<file path="src/hdl/tsbrs_pkg.sv">
// Shared types and constants for the two-stack binary radix sort sequencer.
// Used by the rank cell and the top level; depends on nothing.
package tsbrs_pkg;
	localparam int Depth = 512;
	localparam int ValueBits = 32;
	localparam int RankBits = $clog2(Depth);
	localparam int CountBits = $clog2(Depth + 1);

	typedef logic [1:0] action_t;
	localparam action_t ACT_LOAD = 2'd0;
	localparam action_t ACT_REQ = 2'd1;
	localparam action_t ACT_CLEAR = 2'd2;

	typedef logic [1:0] op_t;
	localparam op_t OP_RA = 2'd0;
	localparam op_t OP_PB = 2'd1;
	localparam op_t OP_PA = 2'd2;
	localparam op_t OP_NONE = 2'd3;

	typedef struct packed {
		logic shift;
		logic load;
		logic [ValueBits-1:0] key;
		logic [RankBits-1:0] rank;
	} cell_ctl_t;
endpackage

</file>
<file path="src/hdl/tsbrs_cell.sv">
// One rank cell: holds one loaded key and its rank, and ranks a broadcast key.
// Depends on tsbrs_pkg.
module tsbrs_cell (
	input logic clk,
	input logic arst_n,
	input tsbrs_pkg::cell_ctl_t ctl,
	input logic here,
	input logic occupied,
	input logic [tsbrs_pkg::RankBits-1:0] next_rank,
	output logic le,
	output logic [tsbrs_pkg::RankBits-1:0] rank
);
	import tsbrs_pkg::*;

	logic [ValueBits-1:0] key_q;
	logic [RankBits-1:0] rank_q;

	assign le = occupied && (key_q <= ctl.key);
	assign rank = rank_q;

	always_ff @(posedge clk or negedge arst_n) begin
		if (!arst_n) begin
			key_q <= '0;
			rank_q <= '0;
		end else if (ctl.shift) begin
			rank_q <= next_rank;
		end else if (ctl.load) begin
			if (here) begin
				key_q <= ctl.key;
				rank_q <= ctl.rank;
			end else if (occupied && !le) begin
				rank_q <= rank_q + 1'b1;
			end
		end
	end
endmodule

</file>
<file path="config.mk">
export PLATFORM = sky130hd
export DESIGN_NAME = tsbrs_cell
export DESIGN_NICKNAME = d
export VERILOG_FILES = /design/src/hdl/tsbrs_pkg.sv /design/src/hdl/tsbrs_cell.sv
export SDC_FILE = /design/constraint.sdc
export NUM_CORES = 1
export LEC_CHECK = 0
export ABC_AREA = 1
export BUFFER_PORTS_ARGS = -buffer_cell sky130_fd_sc_hd__buf_2
export CAP_MARGIN = 20
export CORE_ASPECT_RATIO = 1.1
export CORE_UTILIZATION = 48
export DETAILED_ROUTE_END_ITERATION = 8
export GPL_ROUTABILITY_DRIVEN = 0
export PLACE_DENSITY = 0.79
export SLEW_MARGIN = 20
export SYNTH_ARGS = -nofsm -noshare
export SYNTH_HDL_FRONTEND = slang
export SYNTH_SLANG_ARGS = --single-unit
</file>
<file path="constraint.sdc">
create_clock -name clk -period 1.7 [get_ports clk]
set_clock_uncertainty 0.15 [all_clocks]
set_input_delay 0.255 -clock clk [delete_from_list [all_inputs] [get_ports clk]]
set_output_delay 0.255 -clock clk [all_outputs]
set_load 0.05 [all_outputs]
</file>
==> results of run 1 <==
critical path, delay by kind of cell, from the launching register on:
| family | cells | cell delay (ps) |
|---|---|---|
| AOI/OAI and AO/OA | 1 | 180 |
| and+or+nand+nor | 3 | 580 |
| adders and majority gates | 1 | 280 |
| DFF | 1 | 420 |
| buffers and inverters | 1 | 170 |
kinds of logic (layout without fill, tap and decap cells):
| logic type | Yosys count | after routing |
|---|---|---|
| and+or+nand+nor | 136 | 137 |
| adders and majority gates | 33 | 33 |
| buffers and inverters | 58 | 138 |
| DFF | 41 | 41 |
| AOI/OAI and AO/OA | 65 | 65 |
| xor gates and xnor gates | 4 | 4 |
layout by cell type (no fill, tap or decap), drive strengths merged:
cell	instances
clkbuf	6
xnor2	2
o21a	2
nor4	1
a21o	1
a21boi	1
inv	50
xor2	2
or2	4
a211oi	1
clkinv	3
nand4	3
a21oi	17
nor2	18
dlygate4sd3	1
buf	78
dfrtp	41
o22ai	4
nand3	15
nor3	1
ha	33
o221ai	3
nand2	94
o21ai	34
nor3b	1
a221o	1
o21bai	1
timing repair:
item | 4_1_cts | 5_1_grt
buffers inserted | 3 | 1
hold buffers | 1 | 0
gates resized for setup | 8 | 16
hold endpoints to repair | 22 | 0
gates cloned | 1 | 0
endpoints found under the setup margin | 10 | 10
pin swaps | 8 | 12
state kept, by name (all words and copies together), names as in the netlist:
name and count:
key_q 32, rank 9
power groups by stage:
stage                     combinational [W]  sequential [W]  clock (W)
after detailed placement            0.00101         0.00126          0
final                               0.00112         0.00126   0.000623
after floorplan                    0.000586         0.00138          0
after global routing                0.00126         0.00128   0.000690
after global placement             0.000979         0.00126          0
after CTS                           0.00106         0.00125   0.000643
through the flow:
stage	hold slack, ps	power [W]	instances	setup TNS [ps]
floorplan	-190.6	0.001962	337	-1908
global placement	128.7	0.002237	479	-3858
detailed placement	131.4	0.002273	479	-4341
CTS	84.81	0.002953	492	-4870
global route	91.53	0.003234	493	-6928
finish	85.19	0.002997	493	-5797
per-layer routing:
layer  track usage (%)  share of wire (%)  wire [µm]  vias to the layer above
met2             38.80                 51       2956                       57
met4             6.667                1.2         70                        0
met5                 0                  0          0                        -
met1             25.34                 44       2564                     1113
met3             4.768                4.0        232                        5
li1                  -                  -          -                     1258
path summary, 6_finish.rpt:
| check | start | end | slack (ps) | depth (start not counted) |
|---|---|---|---|---|
| setup / recovery | key_q[18] | le | -630 | 6 |
| hold / removal | ctl[17] | key_q[8] | 90 | 3 |
| setup reg to reg | key_q[18] | rank[1] | -600 | 12 |
| hold reg to reg | key_q[4] | key_q[4] | 340 | 2 |
| max in group asynchronous | arst_n | rank[1] | 540 | 3 |
| min in group asynchronous | arst_n | key_q[31] | 350 | 2 |
cells in the mapped netlist, drive strengths merged (2+ instances only):
| cell | count |
|---|---|
| o21ai | 34 |
| o22ai | 4 |
| ha | 33 |
| clkbuf | 5 |
| nand3 | 15 |
| nand4 | 3 |
| o221ai | 3 |
| xnor2 | 2 |
| nand2 | 93 |
| xor2 | 2 |
| a21oi | 17 |
| inv | 50 |
| dfrtp | 41 |
| o21a | 2 |
| buf | 2 |
| or2 | 4 |
| nor2 | 18 |
final cells by class:
cell class	instances	area [µm²]	area share, %
clock inverter	2	10.01	0.2852
clock buffer	6	72.57	2.068
multi-input combinational	239	1633	46.52
tap	75	93.84	2.674
inverter	51	191.4	5.455
timing repair buffer	79	480.5	13.69
sequential	41	1028	29.30
==> summary.txt, run 1 <==
Clocking
  • CTS tree: done
  • H-tree levels: 2
  • Worst skew pair latency: a little under 300 ps
  • Clock Sinks: 41
  • Root Driver: clkbuf_8
  • CTS max path bufs: 2
  • CTS Buf Count: 5
  • Worst-path clk slew: 80 ps

Synthesis
  • Post-synth EDFFs: 0
  • Post-Syn Nets: 426
  • Synth top area share: 38.26%
  • Yosys Warn Count: 0
  • Async S/R FF share, synth: 100.0%
  • Register bit total from synthesis: 41
  • Post-Syn Area per Cell: slightly below 8 µm²
  • Compound-Gate Fraction of Synth Area: 13.53%
  • Count of cell types in the netlist: 36
  • Post-Syn Area: 0.002681 mm²
  • Dominant cells by area after synthesis: dfrtp_1, ha_1, nand2_1
  • Largest family of logic cells by synthesized area: simple AND/OR/NAND/NOR gates
  • Xor and xnor fraction of the mapped netlist area: 1.307%
  • Synth Area in Simple Gates: between 20 and 25%
  • Post-Synthesis Cells: 337
  • Seq/Total Area, Yosys: 38.26%
  • Synth Area in Adders: roughly 15%
  • Cell taking the most area after synthesis: dfrtp_1
  • Post-synthesis mux area share: 0%
  • Synth Flop Type: dfrtp_1

Power
  • Reg power frac: 42.0%
  • Peak VDD IR: 0.4695 mV
  • Switching portion of total power: between 30% and 40%
  • Int Power: 0.001891 W
  • Combinational share of power: 37.3%
  • Pleak: between 1.5 and 2 nW
  • Clock power share: 20.8%
  • Power Density: 854.0 mW/mm²
  • Sw power: ~0.0011 W

Setup path
  • Data arrival, critical path: 1930 ps
  • CP Cell Sequence: ha_4, nand4_1, nor4_4, nand2_2, a21boi_4, buf_6
  • Critical Path End Type: primary output
  • Max incr delay on CP: between 400 and 500 ps
  • CP Launch Type: flop
  • Slowest stage cell on the critical path: dfrtp_1
  • WP data required: 1290 ps
  • Setup Crit Path Kind: reg -> out
  • Crit-path max FO: 2

GRT
  • Initial antenna violation count: 0
  • Vias in the first global route: 2381
  • Largest net degree at the start of global routing: 65
  • GRT Total Usage: 21.63%
  • Global-route wire length before repair: 9.867 mm
  • GRT overflow: 0

Hold path
  • Worst hold path class: in -> reg

Timing
  • Fin worst setup slack: -630.7 ps
  • Finish-stage setup viols: 10
  • Final Critical Period: 2331 ps
  • Final Hold Violating Endpoints: 0
  • Max-slew violations: 0
  • Tightest Pin Transition: 578.5 ps
  • Part of the cycle the worst path needs: 137.1%
  • Fmax: 429.1 MHz
  • RSZ-0062 raised after global routing: true
  • Max-slew headroom: between 60 and 70%

Run status
  • Violated checks: negative setup slack
  • Outcome: complete, but fails checks

Drt
  • DR WL/cell: 11.81 µm
  • Vias: ~2400
  • Pre-antenna DRT Iters: 4
  • DRC Markers: 0
  • Total wire length: 5.823 mm
  • Post-route ant nets: 0
  • DRT iter0 DRCs: 170
  • Avg Vias per Cell: 4.935

Cells and area
  • Final core occ: 65.05%
  • P&R area growth vs syn: 30.89%
  • Diode count: 0
  • Fillers: between 400 and 500
  • Fin area: roughly 0.0035 mm²
  • Layout cells sized above 1: between 30% and 40%
  • Final Net Count: 506

Placement
  • Placed inst area: 0.003224 mm²
  • I/O Buffers: 65
  • Pre-CTS setup slack: -441.1 ps
  • Post-detail-place hpwl: between 4 and 5 mm

Floorplanning
  • Die Wd: between 70 and 80 µm
  • Die Area: 0.005889 mm²
  • Site row count: 28
  • Starting density of the core: between 40% and 50%
  • Height of the die: 80.39 µm
  • Ports: 66
  • Std-Cell Core Area: roughly 0.0054 mm²

Flow run
  • # Max-Cap Violations: 0
(Power assumes the default switching activity.)
==> inputs of run 2 (changes only) <==
==> constraint.sdc (replaced) <==
create_clock -name clk -period 1.7 [get_ports clk]
set_clock_uncertainty 0.15 [all_clocks]
set_input_delay 0.17 -clock clk [delete_from_list [all_inputs] [get_ports clk]]
set_output_delay 0.17 -clock clk [all_outputs]
set_load 0.05 [all_outputs]
==> run 2 against run 1 <==
Effect of this change:
- the run still ends with negative setup slack left
- flip-flop and latch count unchanged
- non-clock buffer count grew 1
- count of clock-buffer cells in the layout rose by 1
==> summary.txt, run 2 (same netlist as run 1, synthesis figures left out) <==
Flow run
  • # Max-Cap Violations: 0

Timing
  • Max-slew violations: 0
  • Tightest Pin Transition: slightly below 300 ps
  • Fin worst setup slack: -536.3 ps
  • Max-slew headroom: 80.74%
  • Final Hold Violating Endpoints: 0
  • Fmax: 447.2 MHz
  • RSZ-0062 raised after global routing: true
  • Part of the cycle the worst path needs: 131.5%
  • Final Critical Period: ~2200 ps
  • Finish-stage setup viols: 10

Drt
  • DRT iter0 DRCs: slightly above 100
  • Post-route ant nets: 0
  • DRC Markers: 0
  • Total wire length: 6.141 mm
  • Pre-antenna DRT Iters: 4
  • Avg Vias per Cell: ~5.0
  • DR WL/cell: 12.43 µm
  • Vias: 2484

Floorplanning
  • Height of the die: 80.39 µm
  • Die Wd: about 73 µm
  • Ports: 66
  • Std-Cell Core Area: 0.005395 mm²
  • Site row count: 28
  • Die Area: just under 0.006 mm²
  • Starting density of the core: around 50%

Power
  • Pleak: 1.918 nW
  • Power Density: 906.0 mW/mm²
  • Peak VDD IR: 0.4797 mV

GRT
  • GRT Total Usage: 22.61%
  • Met3 GRT Util: 2.258%
  • Vias in the first global route: 2507
  • GRT busiest layer: met2
  • GRT overflow: 0
  • Initial antenna violation count: 0
  • Global-route wire length before repair: 10.41 mm
  • Routing usage on met2: 41.30%
  • Largest net degree at the start of global routing: 65
  • Met1 GRT Util: 26.99%

Setup path
  • Worst reg2reg endpoint: rank[3]
  • Worst R2R Start: key_q[18]
  • CP Launch Type: flop
  • Setup Crit Path Kind: reg -> out
  • Reg2reg setup slack: -450 ps
  • Critical Path End Type: primary output
  • R2r worst-path depth: 11
  • WP data required: 1380 ps
  • Data arrival, critical path: 1920 ps
  • Crit-path max FO: 3

Cells and area
  • Fillers: 482
  • Most frequent cells in the layout: nand2_1, buf_2, inv_1
  • Max FFs per register: 32
  • Layout Cells excl Fill: between 400 and 500
  • P&R area growth vs syn: 32.62%
  • Commonest non-fill, non-tap cell in the layout: nand2_1
  • Diode count: 0
  • Fin area: about 0.0036 mm²
  • Seq. cell area: 0.001028 mm²
  • Final Net Count: 507
  • Multi-input gate area: 0.001620 mm²
  • Top reg by flops: key_q
  • Layout cells sized above 1: 30.31%

Hold path
  • Hold Crit Endpoint: key_q[3]
  • HP Start: ctl[12]
  • Hold Path Stages: 3
  • Worst hold path class: in -> reg

Clocking
  • Root Driver: clkbuf_8
  • Worst skew pair latency: 300 ps
  • Clock Sinks: 41
  • CTS Buf Count: 5
  • Worst-path clk slew: 80 ps
  • CTS tree: done
  • CTS max path bufs: 2
  • H-tree levels: 2

Placement
  • Post-detail-place hpwl: 4.317 mm
  • Placed inst area: 0.003231 mm²
  • I/O Buffers: 65
  • Placed Cells: approximately 480

Run status
  • Outcome: complete, but fails checks
  • Violated checks: negative setup slack
-- run 2: cell count changes in the layout (fill, tap and decap cells not counted), sizes merged --
cell,before,now
dlygate4sd3,1,3
buf,78,77
clkbuf,6,7
clkinv,3,1
bufinv,0,1
-- run 2: metrics by stage --
| step | hold WS (ps) | power [W] | TNS [ps] | utilization, % | setup slack [ps] |
|---|---|---|---|---|---|
| 5_1_grt | 21.44 | 0.003442 | -6232 | 65.91 | -636.5 |
| 6_report | 3.968 | 0.003222 | -4494 | 65.91 | -536.3 |
| 3_5_place_dp | 14.33 | 0.002286 | -3116 | 59.88 | -330.2 |
| 4_1_cts | 0.09623 | 0.003200 | -4253 | 64.98 | -502.9 |
| 3_3_place_gp | 14.09 | 0.002242 | -2858 | 59.88 | -313.8 |
| 2_1_floorplan | -275.6 | 0.001954 | -1533 | - | -160.7 |
-- run 2: power by group --
part	switching [W]	internal (W)	leakage [nW]
sequential	0.000126	0.00113	0.503
clock	0.000350	0.000479	0.0585
combinational	0.000657	0.000476	1.36
-- run 2: critical path, stage by stage (launching register included) --
cell and delay, ps:
dfrtp_1 420, ha_4 230, a21oi_1 160, nand2_1 100
nand2_1 70, nand2_1 60, a21oi_2 170, nand2_2 100
a21boi_4 140, buf_6 170
-- run 2: per-layer routing --
metal / routed length, µm / part of all wire [%]
met1: 2650 / 43
met5: 0 / 0
met4: 91 / 1.5
met2: 3188 / 52
met3: 211 / 3.4
-- run 2: how the worst max path moves through the flow --
stage	slack, ps	from	depth (start not counted)	to
4_1_cts	-500	key_q[7]	10	le
5_1_grt	-640	key_q[26]	13	rank[0]
6_report	-540	key_q[19]	9	le
2_1_floorplan	-160	key_q[23]	7	le
3_3_place_gp	-310	key_q[17]	11	le
3_5_place_dp	-330	key_q[23]	8	le
-- run 2: what timing repair did --
action | in CTS | in global routing
resized for setup | 16 | 11
hold buffers | 3 | 0
setup endpoints to repair | 10 | 10
setup buffers | 2 | 1
endpoints found under the hold margin | 43 | 0
cloned | 1 | 0
pin swaps | 16 | 2
-- run 2: final cells by class --
type / instances / share of cell area [%]
Timing Repair Buffer: 80 / 14.22
Sequential cell: 41 / 28.92
Tap cell: 75 / 2.639
Multi-Input combinational cell: 239 / 45.57
Inverter: 51 / 5.384
Clock buffer: 7 / 2.428
Clock inverter: 1 / 0.8445
==> inputs of run 3 (changes only) <==
--- a/config.mk
+++ b/config.mk
@@ -9,10 +9,10 @@
 export BUFFER_PORTS_ARGS = -buffer_cell sky130_fd_sc_hd__buf_2
 export CAP_MARGIN = 20
 export CORE_ASPECT_RATIO = 1.1
-export CORE_UTILIZATION = 48
+export CORE_UTILIZATION = 54
 export DETAILED_ROUTE_END_ITERATION = 8
 export GPL_ROUTABILITY_DRIVEN = 0
-export PLACE_DENSITY = 0.79
+export PLACE_DENSITY = 0.84
 export SLEW_MARGIN = 20
 export SYNTH_ARGS = -nofsm -noshare
 export SYNTH_HDL_FRONTEND = slang
==> constraint.sdc (replaced) <==
create_clock -name clk -period 2.3 [get_ports clk]
set_clock_uncertainty 0.15 [all_clocks]
set_input_delay 0.23 -clock clk [delete_from_list [all_inputs] [get_ports clk]]
set_output_delay 0.23 -clock clk [all_outputs]
set_load 0.05 [all_outputs]
==> run 3 against run 2 <==
Effect of this change:
- the flow still finishes with violations (negative setup slack)
- die area shrank 11%
- design area shrank 7.1%
- non-clock buffer count shrank 9
- combinational power shrank 36%
- sequential power shrank 26%
- setup slack gained 440 ps
- routed wire length shrank 9.2%
- register-to-register slack gained 460 ps
==> summary.txt, run 3 (same netlist as run 1, synthesis figures left out) <==
Power
  • Peak VDD IR: 0.3297 mV
  • Pleak: about 1.8 nW
  • Power Density: 662.9 mW/mm²

Drt
  • DR WL/cell: 11.99 µm
  • DRC Markers: 0
  • DRT iter0 DRCs: 93
  • Total wire length: 5.576 mm
  • Vias: 2395
  • Pre-antenna DRT Iters: 4
  • Avg Vias per Cell: 5.151
  • Post-route ant nets: 0

Cells and area
  • Final Net Count: approximately 500
  • Multi-input gate area: 0.001535 mm²
  • Seq. cell area: 0.001026 mm²
  • Layout Cells excl Fill: 465
  • Top reg by flops: key_q
  • Fin area: 0.003303 mm²
  • Diode count: 0
  • Layout cells sized above 1: 26.16%
  • Most frequent cells in the layout: nand2_1, buf_2, inv_1
  • Max FFs per register: 32
  • Commonest non-fill, non-tap cell in the layout: nand2_1
  • Fillers: 382
  • Final core occ: 70.03%
  • P&R area growth vs syn: 23.19%

Setup path
  • R2r worst-path depth: 11
  • Slowest stage cell on the critical path: dfrtp_1
  • Max incr delay on CP: 410 ps
  • Setup Crit Path Kind: reg -> out
  • Worst reg2reg endpoint: rank[3]
  • Critical Path End Type: primary output
  • CP Launch Type: flop
  • Reg2reg setup slack: around 10 ps
  • CP Cell Sequence: ha_4, nand4_1, nor4_4, nand2_1, a21boi_2, buf_6
  • WP data required: 1920 ps
  • Data arrival, critical path: 2010 ps
  • Worst R2R Start: key_q[17]
  • Crit-path max FO: 2

Clocking
  • CTS Buf Count: 5
  • Worst skew pair latency: around 300 ps
  • CTS tree: done
  • Clock Sinks: 41
  • Root Driver: clkbuf_8
  • CTS max path bufs: 2
  • H-tree levels: 2
  • Worst-path clk slew: ~80 ps

Hold path
  • Worst hold path class: in -> reg
  • HP Start: ctl[15]
  • Hold Path Stages: 3
  • Hold Crit Endpoint: key_q[6]

GRT
  • Largest net degree at the start of global routing: 65
  • Initial antenna violation count: 0
  • Global-route wire length before repair: approximately 10 mm
  • GRT Total Usage: 23.25%
  • GRT overflow: 0
  • Vias in the first global route: 2396

Timing
  • Fin worst setup slack: -92.66 ps
  • Final Hold Violating Endpoints: 0
  • Tightest Pin Transition: 514.5 ps
  • Fmax: 417.9 MHz
  • Final Critical Period: 2393 ps
  • Max-slew headroom: 65.70%
  • Max-slew violations: 0
  • Finish-stage setup viols: 1
  • Part of the cycle the worst path needs: 104.0%
  • RSZ-0062 raised after global routing: true

Floorplanning
  • Die Wd: 69.19 µm
  • Starting density of the core: 56.84%
  • Std-Cell Core Area: around 0.0047 mm²
  • Ports: 66
  • Height of the die: 75.91 µm
  • Die Area: 0.005251 mm²
  • Site row count: 26

Placement
  • Placed inst area: 0.003072 mm²
  • Post-detail-place hpwl: 4.147 mm
  • Placed Cells: 454
  • Pre-CTS setup slack: 186.7 ps
  • I/O Buffers: 65

Run status
  • Violated checks: negative setup slack
  • Outcome: complete, but fails checks

Flow run
  • # Max-Cap Violations: 0
[run 3: area by class of cell]
class | instances | share of cell area, %
Clock inverter | 1 | 0.1515
Timing Repair Buffer | 71 | 11.48
Inverter | 51 | 5.795
Tap cell | 56 | 2.121
Multi-Input combinational cell | 238 | 46.48
Sequential cell | 41 | 31.06
Clock buffer | 7 | 2.917
[run 3: how the worst max path moves through the flow]
| stage | startpoint | end | slack [ps] | cells after the start |
|---|---|---|---|---|
| floorplan | key_q[23] | le | 250 | 7 |
| global placement | ctl[32] | le | 190 | 10 |
| detailed placement | ctl[32] | le | 190 | 10 |
| CTS | key_q[31] | le | -20 | 8 |
| global route | key_q[17] | le | -160 | 6 |
| finish | key_q[17] | le | -90 | 6 |
[run 3: routing by layer]
layer / track usage (%) / share of wire, %
met5: 0 / 0
met4: 10.82 / 3.5
met3: 5.053 / 3.7
met2: 41.75 / 50
met1: 25.87 / 43
[run 3: metrics by stage]
stage	TNS [ps]	hold WS, ps	total power, W
floorplan	0	-215.6	0.001425
CTS	-17.77	55.44	0.002176
global placement	0	78.56	0.001601
global route	-546.7	60.06	0.002354
finish	-92.66	52.52	0.002190
detailed placement	0	86.30	0.001626
[run 3: power breakdown]
group          internal [W]  total (W)  switching, W
logic              0.000288   0.000728      0.000440
registers          0.000837   0.000934     0.0000970
clock network      0.000271   0.000527      0.000256
[run 3: worst max-delay path: cells and delay by family, from the launching register on]
kind | cells | cell delay [ps]
buffers and inverters | 1 | 180
adder cells (fa/ha/maj) | 1 | 280
flip-flops | 1 | 410
AND/OR/NAND/NOR | 3 | 640
AO/OA/AOI/OAI | 1 | 200
[run 3: what timing repair did]
| action | in CTS | in global routing |
|---|---|---|
| hold buffers | 1 | 0 |
| resized for setup | 6 | 8 |
| setup buffers | 1 | 1 |
| endpoints found under the setup margin | 1 | 1 |
| pin swaps | 2 | 2 |
| hold endpoints to repair | 20 | 0 |
